==> src/rtl/core/ypm_pkg.sv <==
// ----------------------------------------------------------------------------
// ypm_pkg
// Types, widths and codes shared by the YUV 4:2:0 privacy mask block.
// ----------------------------------------------------------------------------
package ypm_pkg;

  localparam int COORD_W    = 12;
  localparam int SAMPLE_W   = 8;
  localparam int MODE_W     = 2;
  localparam int RECT_W     = 4 * COORD_W;
  localparam int CFG_DATA_W = RECT_W;
  localparam int CFG_IDX_W  = 3;
  localparam int RECT_SLOTS = 4;

  localparam int DEF_MASK_COUNT = 4;
  localparam int DEF_MAX_WIDTH  = 4096;
  localparam int DEF_MAX_HEIGHT = 4096;

  // Plane codes
  localparam logic [MODE_W-1:0] MODE_LUMA = 2'd0;
  localparam logic [MODE_W-1:0] MODE_CB   = 2'd1;
  localparam logic [MODE_W-1:0] MODE_CR   = 2'd2;

  // Register indexes
  localparam logic [CFG_IDX_W-1:0] REG_MASK_ENABLE = 3'd0;
  localparam logic [CFG_IDX_W-1:0] REG_MASK_RECT_0 = 3'd1;

  // Fill values for covered samples
  localparam logic [SAMPLE_W-1:0] LUMA_FILL   = 8'd0;
  localparam logic [SAMPLE_W-1:0] CHROMA_FILL = 8'd128;

  // Rectangle as packed in its register: left in the low bits, bottom on top
  typedef struct packed {
    logic [COORD_W-1:0] bottom;
    logic [COORD_W-1:0] right;
    logic [COORD_W-1:0] top;
    logic [COORD_W-1:0] left;
  } rect_t;

  typedef struct packed {
    logic [MODE_W-1:0]   mode;
    logic [COORD_W-1:0]  row;
    logic [COORD_W-1:0]  col;
    logic [SAMPLE_W-1:0] sample_in;
  } in_item_t;

  typedef struct packed {
    logic [SAMPLE_W-1:0] sample_out;
    logic                covered;
  } out_item_t;

  // Position of the sample under test, handed to each rectangle matcher
  typedef struct packed {
    logic               is_luma;
    logic [COORD_W-1:0] row;
    logic [COORD_W-1:0] col;
  } probe_t;

endpackage

==> src/rtl/core/ypm_cfg_regs.sv <==
// ----------------------------------------------------------------------------
// ypm_cfg_regs
// Write-only register file: mask enable and the mask rectangles.
// ----------------------------------------------------------------------------
module ypm_cfg_regs #(
  parameter int MASK_COUNT = ypm_pkg::DEF_MASK_COUNT
) (
  input  logic                             clk,
  input  logic                             rst,
  input  logic                             cfg_wr_en,
  input  logic [ypm_pkg::CFG_IDX_W-1:0]    cfg_index,
  input  logic [ypm_pkg::CFG_DATA_W-1:0]   cfg_data,
  output logic                             mask_enable,
  output ypm_pkg::rect_t [MASK_COUNT-1:0]  rects
);

  // Enable register
  always_ff @(posedge clk) begin
    if (rst) begin
      mask_enable <= 1'b0;
    end else if (cfg_wr_en && cfg_index == ypm_pkg::REG_MASK_ENABLE) begin
      mask_enable <= cfg_data[0];
    end
  end

  // One rectangle register per implemented mask; higher slots are dropped
  for (genvar k = 0; k < MASK_COUNT; k++) begin : g_rect
    localparam logic [ypm_pkg::CFG_IDX_W-1:0] RECT_IDX =
      ypm_pkg::REG_MASK_RECT_0 + ypm_pkg::CFG_IDX_W'(k);

    always_ff @(posedge clk) begin
      if (rst) begin
        rects[k] <= '0;
      end else if (cfg_wr_en && cfg_index == RECT_IDX) begin
        rects[k] <= ypm_pkg::rect_t'(cfg_data[ypm_pkg::RECT_W-1:0]);
      end
    end
  end

endmodule

==> src/rtl/core/ypm_rect_match.sv <==
// ----------------------------------------------------------------------------
// ypm_rect_match
// Tests one sample position against one mask rectangle.
// ----------------------------------------------------------------------------
module ypm_rect_match (
  input  ypm_pkg::rect_t  rect,
  input  ypm_pkg::probe_t probe,
  output logic            hit
);

  logic                         active;
  logic [ypm_pkg::COORD_W:0]    row_ext;
  logic [ypm_pkg::COORD_W-1:0]  col_lo;
  logic [ypm_pkg::COORD_W-1:0]  col_hi;
  logic                         row_ok;
  logic                         col_ok;

  // A rectangle with any zero field is unused
  assign active = (rect.left != '0) && (rect.top != '0) &&
                  (rect.right != '0) && (rect.bottom != '0);

  // Chroma rows map to the odd luma row below them; columns halve
  always_comb begin
    if (probe.is_luma) begin
      row_ext = {1'b0, probe.row};
      col_lo  = rect.left;
      col_hi  = rect.right;
    end else begin
      row_ext = {probe.row, 1'b1};
      col_lo  = {1'b0, rect.left[ypm_pkg::COORD_W-1:1]};
      col_hi  = {1'b0, rect.right[ypm_pkg::COORD_W-1:1]};
    end
  end

  assign row_ok = (row_ext >= {1'b0, rect.top}) && (row_ext <= {1'b0, rect.bottom});
  assign col_ok = (probe.col >= col_lo) && (probe.col < col_hi);
  assign hit    = active && row_ok && col_ok;

endmodule

==> src/rtl/core/yuv420_privacy_mask.sv <==
// ----------------------------------------------------------------------------
// yuv420_privacy_mask
// Blanks privacy rectangles in planar YUV 4:2:0 video, one sample per item.
// ----------------------------------------------------------------------------
//   channel  | signals                          | item
//   ---------+----------------------------------+-----------------------------
//   input    | in_valid, in_stall, in_item      | mode, row, col, sample_in
//   output   | out_valid, out_stall, out_item   | sample_out, covered
//   config   | cfg_wr_en, cfg_index, cfg_data   | enable, MASK_COUNT rectangles
//
// One item per clock sustained while out_stall is low; each item passes through
// the input register, then the mask compare, into the result register.
// rst is synchronous: clears both valid flags and all configuration, and
// holds in_stall high while asserted.
// Outside reset, in_stall rises only when both the input and result registers
// are full and out_stall is high; the input register acts as the skid stage.
// ----------------------------------------------------------------------------
module yuv420_privacy_mask #(
  parameter int MASK_COUNT = ypm_pkg::DEF_MASK_COUNT,
  parameter int MAX_WIDTH  = ypm_pkg::DEF_MAX_WIDTH,
  parameter int MAX_HEIGHT = ypm_pkg::DEF_MAX_HEIGHT
) (
  input  logic                           clk,
  input  logic                           rst,
  input  logic                           in_valid,
  output logic                           in_stall,
  input  ypm_pkg::in_item_t              in_item,
  output logic                           out_valid,
  input  logic                           out_stall,
  output ypm_pkg::out_item_t             out_item,
  input  logic                           cfg_wr_en,
  input  logic [ypm_pkg::CFG_IDX_W-1:0]  cfg_index,
  input  logic [ypm_pkg::CFG_DATA_W-1:0] cfg_data
);

  localparam int LW = ypm_pkg::COORD_W + 1;
  localparam logic [LW-1:0] LUMA_ROWS   = LW'(MAX_HEIGHT);
  localparam logic [LW-1:0] LUMA_COLS   = LW'(MAX_WIDTH);
  localparam logic [LW-1:0] CHROMA_ROWS = LW'(MAX_HEIGHT / 2);
  localparam logic [LW-1:0] CHROMA_COLS = LW'(MAX_WIDTH / 2);

  logic                             mask_enable;
  ypm_pkg::rect_t [MASK_COUNT-1:0]  rects;

  logic                             stage_valid;
  ypm_pkg::in_item_t                stage_item;
  logic                             out_advance;
  logic                             in_take;

  ypm_pkg::probe_t                  probe;
  logic [MASK_COUNT-1:0]            rect_hit;
  logic                             is_chroma;
  logic                             in_frame;
  logic                             hit;
  ypm_pkg::out_item_t               out_item_next;

  ypm_cfg_regs #(
    .MASK_COUNT (MASK_COUNT)
  ) u_cfg (
    .clk         (clk),
    .rst         (rst),
    .cfg_wr_en   (cfg_wr_en),
    .cfg_index   (cfg_index),
    .cfg_data    (cfg_data),
    .mask_enable (mask_enable),
    .rects       (rects)
  );

  // Handshake: result register frees up when empty or being taken
  assign out_advance = !out_valid || !out_stall;
  assign in_stall    = rst || (stage_valid && !out_advance);
  assign in_take     = in_valid && !in_stall;

  // Input register
  always_ff @(posedge clk) begin
    if (rst) begin
      stage_valid <= 1'b0;
    end else if (in_take) begin
      stage_valid <= 1'b1;
    end else if (out_advance) begin
      stage_valid <= 1'b0;
    end
  end

  always_ff @(posedge clk) begin
    if (in_take) begin
      stage_item <= in_item;
    end
  end

  // Compare against every mask in parallel
  assign probe.is_luma = (stage_item.mode == ypm_pkg::MODE_LUMA);
  assign probe.row     = stage_item.row;
  assign probe.col     = stage_item.col;

  for (genvar k = 0; k < MASK_COUNT; k++) begin : g_match
    ypm_rect_match u_match (
      .rect  (rects[k]),
      .probe (probe),
      .hit   (rect_hit[k])
    );
  end

  assign is_chroma = (stage_item.mode == ypm_pkg::MODE_CB) ||
                     (stage_item.mode == ypm_pkg::MODE_CR);

  // Samples that lie beyond the frame of their plane are passed through unmasked
  always_comb begin
    if (probe.is_luma) begin
      in_frame = ({1'b0, stage_item.row} < LUMA_ROWS) &&
                 ({1'b0, stage_item.col} < LUMA_COLS);
    end else begin
      in_frame = ({1'b0, stage_item.row} < CHROMA_ROWS) &&
                 ({1'b0, stage_item.col} < CHROMA_COLS);
    end
  end

  assign hit = mask_enable && (probe.is_luma || is_chroma) && in_frame && (|rect_hit);

  // Replace covered samples with the plane's fill value
  always_comb begin
    out_item_next.covered = hit;
    if (!hit) begin
      out_item_next.sample_out = stage_item.sample_in;
    end else if (probe.is_luma) begin
      out_item_next.sample_out = ypm_pkg::LUMA_FILL;
    end else begin
      out_item_next.sample_out = ypm_pkg::CHROMA_FILL;
    end
  end

  // Result register
  always_ff @(posedge clk) begin
    if (rst) begin
      out_valid <= 1'b0;
    end else if (out_advance) begin
      out_valid <= stage_valid;
    end
  end

  always_ff @(posedge clk) begin
    if (out_advance && stage_valid) begin
      out_item <= out_item_next;
    end
  end

endmodule

==> config.mk <==
export PLATFORM = sky130hd
export DESIGN_NAME = yuv420_privacy_mask
export DESIGN_NICKNAME = d
export VERILOG_FILES = /design/src/rtl/core/ypm_pkg.sv /design/src/rtl/core/ypm_cfg_regs.sv /design/src/rtl/core/ypm_rect_match.sv /design/src/rtl/core/yuv420_privacy_mask.sv
export SDC_FILE = /design/constraint.sdc
export NUM_CORES = 1
export LEC_CHECK = 0
export BUFFER_PORTS_ARGS = -buffer_cell sky130_fd_sc_hd__buf_2
export CAP_MARGIN = 20
export CORE_ASPECT_RATIO = 0.8
export CORE_MARGIN = 10
export CORE_UTILIZATION = 50
export CTS_CLUSTER_DIAMETER = 200
export CTS_CLUSTER_SIZE = 28
export DETAILED_ROUTE_END_ITERATION = 8
export GPL_ROUTABILITY_DRIVEN = 0
export PLACE_DENSITY = 0.68
export SLEW_MARGIN = 20
export SYNTH_ARGS = -nofsm -noshare
export SYNTH_HDL_FRONTEND = slang
export SYNTH_SLANG_ARGS = --single-unit
==> constraint.sdc <==
create_clock -name clk -period 4.6 [get_ports clk]
set_input_delay 0.69 -clock clk [delete_from_list [all_inputs] [get_ports clk]]
set_output_delay 0.69 -clock clk [all_outputs]
set_load 0.02 [all_outputs]
# After elaboration in Yosys (flattened, before gate mapping)
# Index checks and enable logic that the tools add are counted.
[totals]
reg_bits = 238
inputBits = 90
out_inout_bits = 11
wordCells = 131
[op_classes]
n_lt_le_gt_ge = 18
eq_ne = 6
muxes = 14
n_reduce_logical = 68
[ops]
columns = ["operator", "count"]
rows = [
  ["12-bit nonzero test", 16],
  ["12-bit two-way mux", 8],
  ["13-bit by 12-bit greater-or-equal comparator with 1-bit output", 4],
  ["13-bit by 12-bit less-or-equal comparator with 1-bit output", 4],
  ["12-bit greater-or-equal comparator", 4],
  ["12-bit < comparator", 4],
  ["1-bit logical AND", 40],
  ["12-bit < comparator (second input constant)", 2],
  ["8-bit two-way mux", 2],
  ["13-bit two-way mux", 1],
  ["3-bit by 2-bit == test with 1-bit output (second input constant)", 2],
  ["1-bit logical NOT", 4],
  ["1-bit logical OR", 4],
  ["4-bit OR reduction", 1],
  ["3-bit by 1-bit == test with 1-bit output (second input constant)", 1],
  ["3-bit == test (second input constant)", 1],
  ["3-bit logical NOT", 1],
  ["1-bit two-way mux", 3],
  ["2-bit by 1-bit == test with 1-bit output (second input constant)", 1],
  ["2-bit == test (second input constant)", 1],
  ["2-bit logical NOT", 1],
  ["2-bit nonzero test", 1],
]

# Depth between registers and ports, before layout
[depth]
word_depth = 9
ltp_mapped = 13
ltp_nobuf = 11

# Cells and area by module
# Synthesis repeated with hierarchy kept, for this count alone.
[hier_totals]
cells_unflattened = 1543
area_unflattened_um2 = 15487.4
[modules_own_cells]
columns = ["module", "instances", "cells_per_inst", "area_per_inst_um2", "seq_area_each_um2"]
rows = [
  ["ypm_cfg_regs", 1, 682, 7637.3, 3863.7],
  ["ypm_rect_match (g_match[2].u_match ...)", 2, 199, 1596.5, 0.0],
  ["ypm_rect_match (g_match[0].u_match ...)", 2, 197, 1584.0, 0.0],
  ["yuv420_privacy_mask", 1, 69, 1488.9, 1331.3],
]

# Least setup slack after synthesis
# No wires, ideal clock.
[synth_path]
kind = "reg2reg"
start = "register stage_item[33] (netlist bit)"
end = "register out_item[1] (netlist bit) (data pin)"
setup_ps = 255
arrival_time_ps = 3507
t_required_ps = 4345
setup_slack_ps = 839
stages_incl_launch_ff = 14
n_path_buf = 2
synth_period_minus_slack_ps = 3761
cell_sequence = "edfxtp_1 > nor2_8 > buf_1 > buf_1 > mux2i_1 > ha_1 > a21o_1 > a21o_1 > a221o_1 > nand2_2 > or4b_1 > o22ai_2 > o31ai_4 > and2_1"
[synth_between]
elab_chain_len = 9
word_cells_on_any_way = 52
classes_between = "order compare (16); eq/ne (2); mux (11); reduce/logical (23)"
[synth_rtl]
columns = ["element", "line", "text"]
rows = [
  ["start: declaration", "yuv420_privacy_mask.sv:46", "ypm_pkg::in_item_t stage_item;"],
  ["start signal: assignment", "yuv420_privacy_mask.sv:87", "stage_item <= in_item;"],
  ["2-bit logical NOT", "yuv420_privacy_mask.sv:92", "assign probe.is_luma = (stage_item.mode == ypm_pkg::MODE_LUMA);"],
  ["13-bit two-way mux", "ypm_rect_match.sv:24", "if (probe.is_luma) begin"],
  ["13-bit by 12-bit greater-or-equal comparator with 1-bit output / 13-bit by 12-bit less-or-equal comparator with 1-bit output (equally long branches)", "ypm_rect_match.sv:35", "assign row_ok = (row_ext >= {1'b0, rect.top}) && (row_ext <= {1'b0, rect.bottom});"],
  ["1-bit logical AND", "ypm_rect_match.sv:35", ""],
  ["1-bit logical AND (2 in series)", "ypm_rect_match.sv:37", "assign hit = active && row_ok && col_ok;"],
  ["4-bit OR reduction", "yuv420_privacy_mask.sv:118", "assign hit = mask_enable && (probe.is_luma || is_chroma) && in_frame && (|rect_hit);"],
  ["1-bit logical AND *", "yuv420_privacy_mask.sv:118", ""],
  ["8-bit two-way mux *", "yuv420_privacy_mask.sv:123", "if (!hit) begin"],
  ["end signal: assignment", "yuv420_privacy_mask.sv:143", "out_item <= out_item_next;"],
  ["end: declaration", "yuv420_privacy_mask.sv:30", "output ypm_pkg::out_item_t out_item,"],
]
# Every way passes the cells marked *; elsewhere a longest branch is shown, timed or not.
# A chain may end at the register's enable or synchronous reset.

==> results by group <==
Clock network
  • Max Root-Sink Buffers: 3
  • TritonCTS Sinks: 238
  • Clock transition at the registers of the reported paths: 120 ps
  • TritonCTS clock tree: done
  • H-tree levels: 1
  • Hold buffers post-CTS: 0
  • Post-CTS Repair Setup Buffers: 0
  • Worst-Skew Late Latency: 490 ps
  • CTS Buf Count: 12
  • Root cell of the clock tree: clkbuf_16
  • Post-CTS resize count: 0

Yosys
  • Area leader, netlist: dfxtp_1
  • Synth warn: 0
  • Syn avg cell area: 8.43 sq um
  • Post-synth top area share: 28.0%
  • Post-Synthesis Cells: 1,652
  • Seq/Total Area, Yosys: 37.3%
  • Top_reg_cell synth: dfxtp_1
  • Synth cell count leaders: nand2_1, a21oi_1, dfxtp_1
  • Top cells by area, synth: dfxtp_1, ha_1, nand2_1, edfxtp_1, a21oi_1
  • Mapped Area: 13,900 sq um
  • Asr flop ratio synth: 0%
  • Syn nets: 1,930
  • FF+latch count, synth: 238
  • Post-synth EDFFs: 43
  • Post-synth cell types: 57
  • Most common cell in the netlist: nand2_1

Critical path
  • Worst R2R Start: stage_item[33]$_DFFE_PP_
  • Worst Path Required: 4840 ps
  • Worst Path Arrival: 4120 ps
  • R2R setup slack: 720 ps
  • Slowest cell delay on critical path: 550 ps
  • CP Capture Point: out_item[8]$_DFFE_PP_
  • Critical path peak fanout: 35
  • Top cell by count, worst path: a21o_1
  • CP delay by family, top: compound AO/OA/AOI/OAI gates
  • Buffers & Inverters on Critical Path: 1
  • Crit path launch type: flip-flop
  • Critical-path cell with the highest stage delay: buf_4
  • WP depth: 12
  • Setup CP Type: reg -> reg
  • CP Cell Sequence: nor2_8, buf_4, mux2_2, ha_1, nand2b_1, a21o_1, a21o_1, a21oi_1, o211ai_1, o2111a_1, o31ai_4, mux2i_1
  • Worst setup EP type: flip-flop
  • RR Endpoint: out_item[8]$_DFFE_PP_
  • Crit path from: stage_item[33]$_DFFE_PP_
  • R2R cell count: 12

Global route
  • Largest net degree at the start of global routing: 122
  • GR Util All Layers: 23.3%
  • First-pass GRT wire length: 64,800 um
  • Vias in the first global route: 11.3k
  • Remaining Overflow, GRT: 0
  • Number of antenna violations at the first check in global routing: 0

Drt
  • 1st-pass router iterations: 5
  • Routed Antenna Nets: 0
  • Drt wl/cell: 20.3 um
  • Drc violations: 0
  • Via-per-instance ratio: 5.88
  • Number of DRC markers in iteration 0: 1,050
  • Vias: 12.2k
  • Drt total wl: 42,000 um

Cells and area
  • Share of cells above drive strength 1: 9.53%
  • Fill cells: 2,548
  • NumNets Final: 1,983
  • Non-Filler Cell Area, Final: 15,200 sq um
  • Syn-to-layout area delta: 8.79%
  • Number of diodes: 0

Job
  • Count of max-cap constraint violations: 0

STA
  • Final Skew: 22.3 ps
  • Fin crit share: 84.3%
  • Setup violators final: 0
  • Least-Margin Pin Slew: 1120 ps
  • Slew HR: 25.4%
  • Tmin final: 3880 ps
  • RSZ-0062 raised after global routing: no
  • Final hold viol count: 0
  • Setup_tns: 0 ps
  • Slew Limit Fails: 0
  • Max Clk Rate: 258 MHz

Die
  • IO Pins: 101
  • DIE WIDTH: 207 um
  • Placement Rows: 54
  • Die area: 35,000 sq um
  • Initial core utilization: 50.9%
  • Die Y: 169 um
  • Core box area: 27,400 sq um

Placed design
  • Dpl hpwl: 30,700 um
  • IO Port Bufs: 100
  • Post-DP Area: 14,800 sq um

Min path
  • Worst Hold Class: in -> reg

Run status
  • Status: completed

Power
  • Maximum VDD drop: 288 uV
  • P_leak: 0.00554 uW
  • Power density over the cells: 270 nW/um^2
through the flow:
stage	util (%)	hold slack (ps)	setup WS, ps	power (uW)	cells
global placement	53.8	458	695	2850	2052
floorplan	-	437	839	2630	1652
finish	55.4	359	722	4090	2074
global route	55.4	346	534	4240	2074
CTS	55.3	350	705	4090	2073
detailed placement	54.0	461	728	2870	2054
flip-flops by register name, summed over array words and instances (netlist names):
name,cells
out_item,9
out_valid,1
probe,24
stage_item,10
stage_valid,1
u_cfg.mask_enable,1
u_cfg.rects,192
layout make-up:
cell class	count	area, sq um	share of cell area [%]
multi-input cells	1242	8110	53.5
clock inverters	1	16.3	0.107
flip-flops and latches	238	5190	34.3
repair buffers	113	669	4.42
inverters	98	368	2.43
clock buffers	18	344	2.27
well taps	364	455	3.00
cells in the final DEF, fill, tap and decap left out, types with 6 or more instances in the layout:
master     synthesis  routed
a2111oi_0          6       6
a211oi_1          15      15
a21o_1            29      29
a21oi_1          237     237
and2_1             7       7
buf_2              0      99
buf_4              0       9
clkbuf_16          0      13
dfxtp_1          195     195
edfxtp_1          43      43
ha_1             188     188
inv_1             98      98
mux2_2            15      15
mux2i_1           85      85
nand2_1          414     414
nand2b_1           7       7
nand3_1           34      32
nand4_1           22      22
nor2_1            32      29
nor2b_1            9       9
nor3_1             6       6
nor4_1            50      50
o211ai_1           6       6
o21ai_0           23      23
cells by family after synthesis:
| group | count (synthesis) | share of synthesized area (%) |
|---|---|---|
| multiplexers | 100 | 7.32 |
| AND/OR/NAND/NOR | 601 | 18.9 |
| flip-flops | 238 | 37.3 |
| buffers and inverters | 172 | 4.76 |
| adder cells (fa/ha/maj) | 188 | 16.9 |
| AO/OA/AOI/OAI | 353 | 14.9 |
per-layer routing:
metal / up-vias / GRT usage (%) / wire length, um
met5: - / 0 / 0
met4: 0 / 5.54 / 977
met1: 5795 / 33.8 / 19700
met3: 68 / 4.43 / 3470
met2: 429 / 34.6 / 17900
li1: 5909 / - / -
worst min path at each step:
stage                                              start                        endpoint  slack [ps]  cells past startpoint
final                                        in_item[19]             probe[11]$_DFFE_PP_         360                      1
after global routing                         in_item[19]             probe[11]$_DFFE_PP_         350                      1
after CTS                                    in_item[22]             probe[14]$_DFFE_PP_         350                      1
after detailed placement    u_cfg.rects[71]$_SDFFE_PP0P_    u_cfg.rects[71]$_SDFFE_PP0P_         460                      2
after global placement      u_cfg.rects[45]$_SDFFE_PP0P_    u_cfg.rects[45]$_SDFFE_PP0P_         460                      2
after floorplan           u_cfg.mask_enable$_SDFFE_PP0P_  u_cfg.mask_enable$_SDFFE_PP0P_         440                      2
power by group:
| part | switching [uW] | internal, uW | total [uW] |
|---|---|---|---|
| sequential | 63.1 | 2180 | 2240 |
| clock | 714 | 537 | 1250 |
| combinational | 371 | 232 | 603 |
Power figures use the tool's default switching activity.
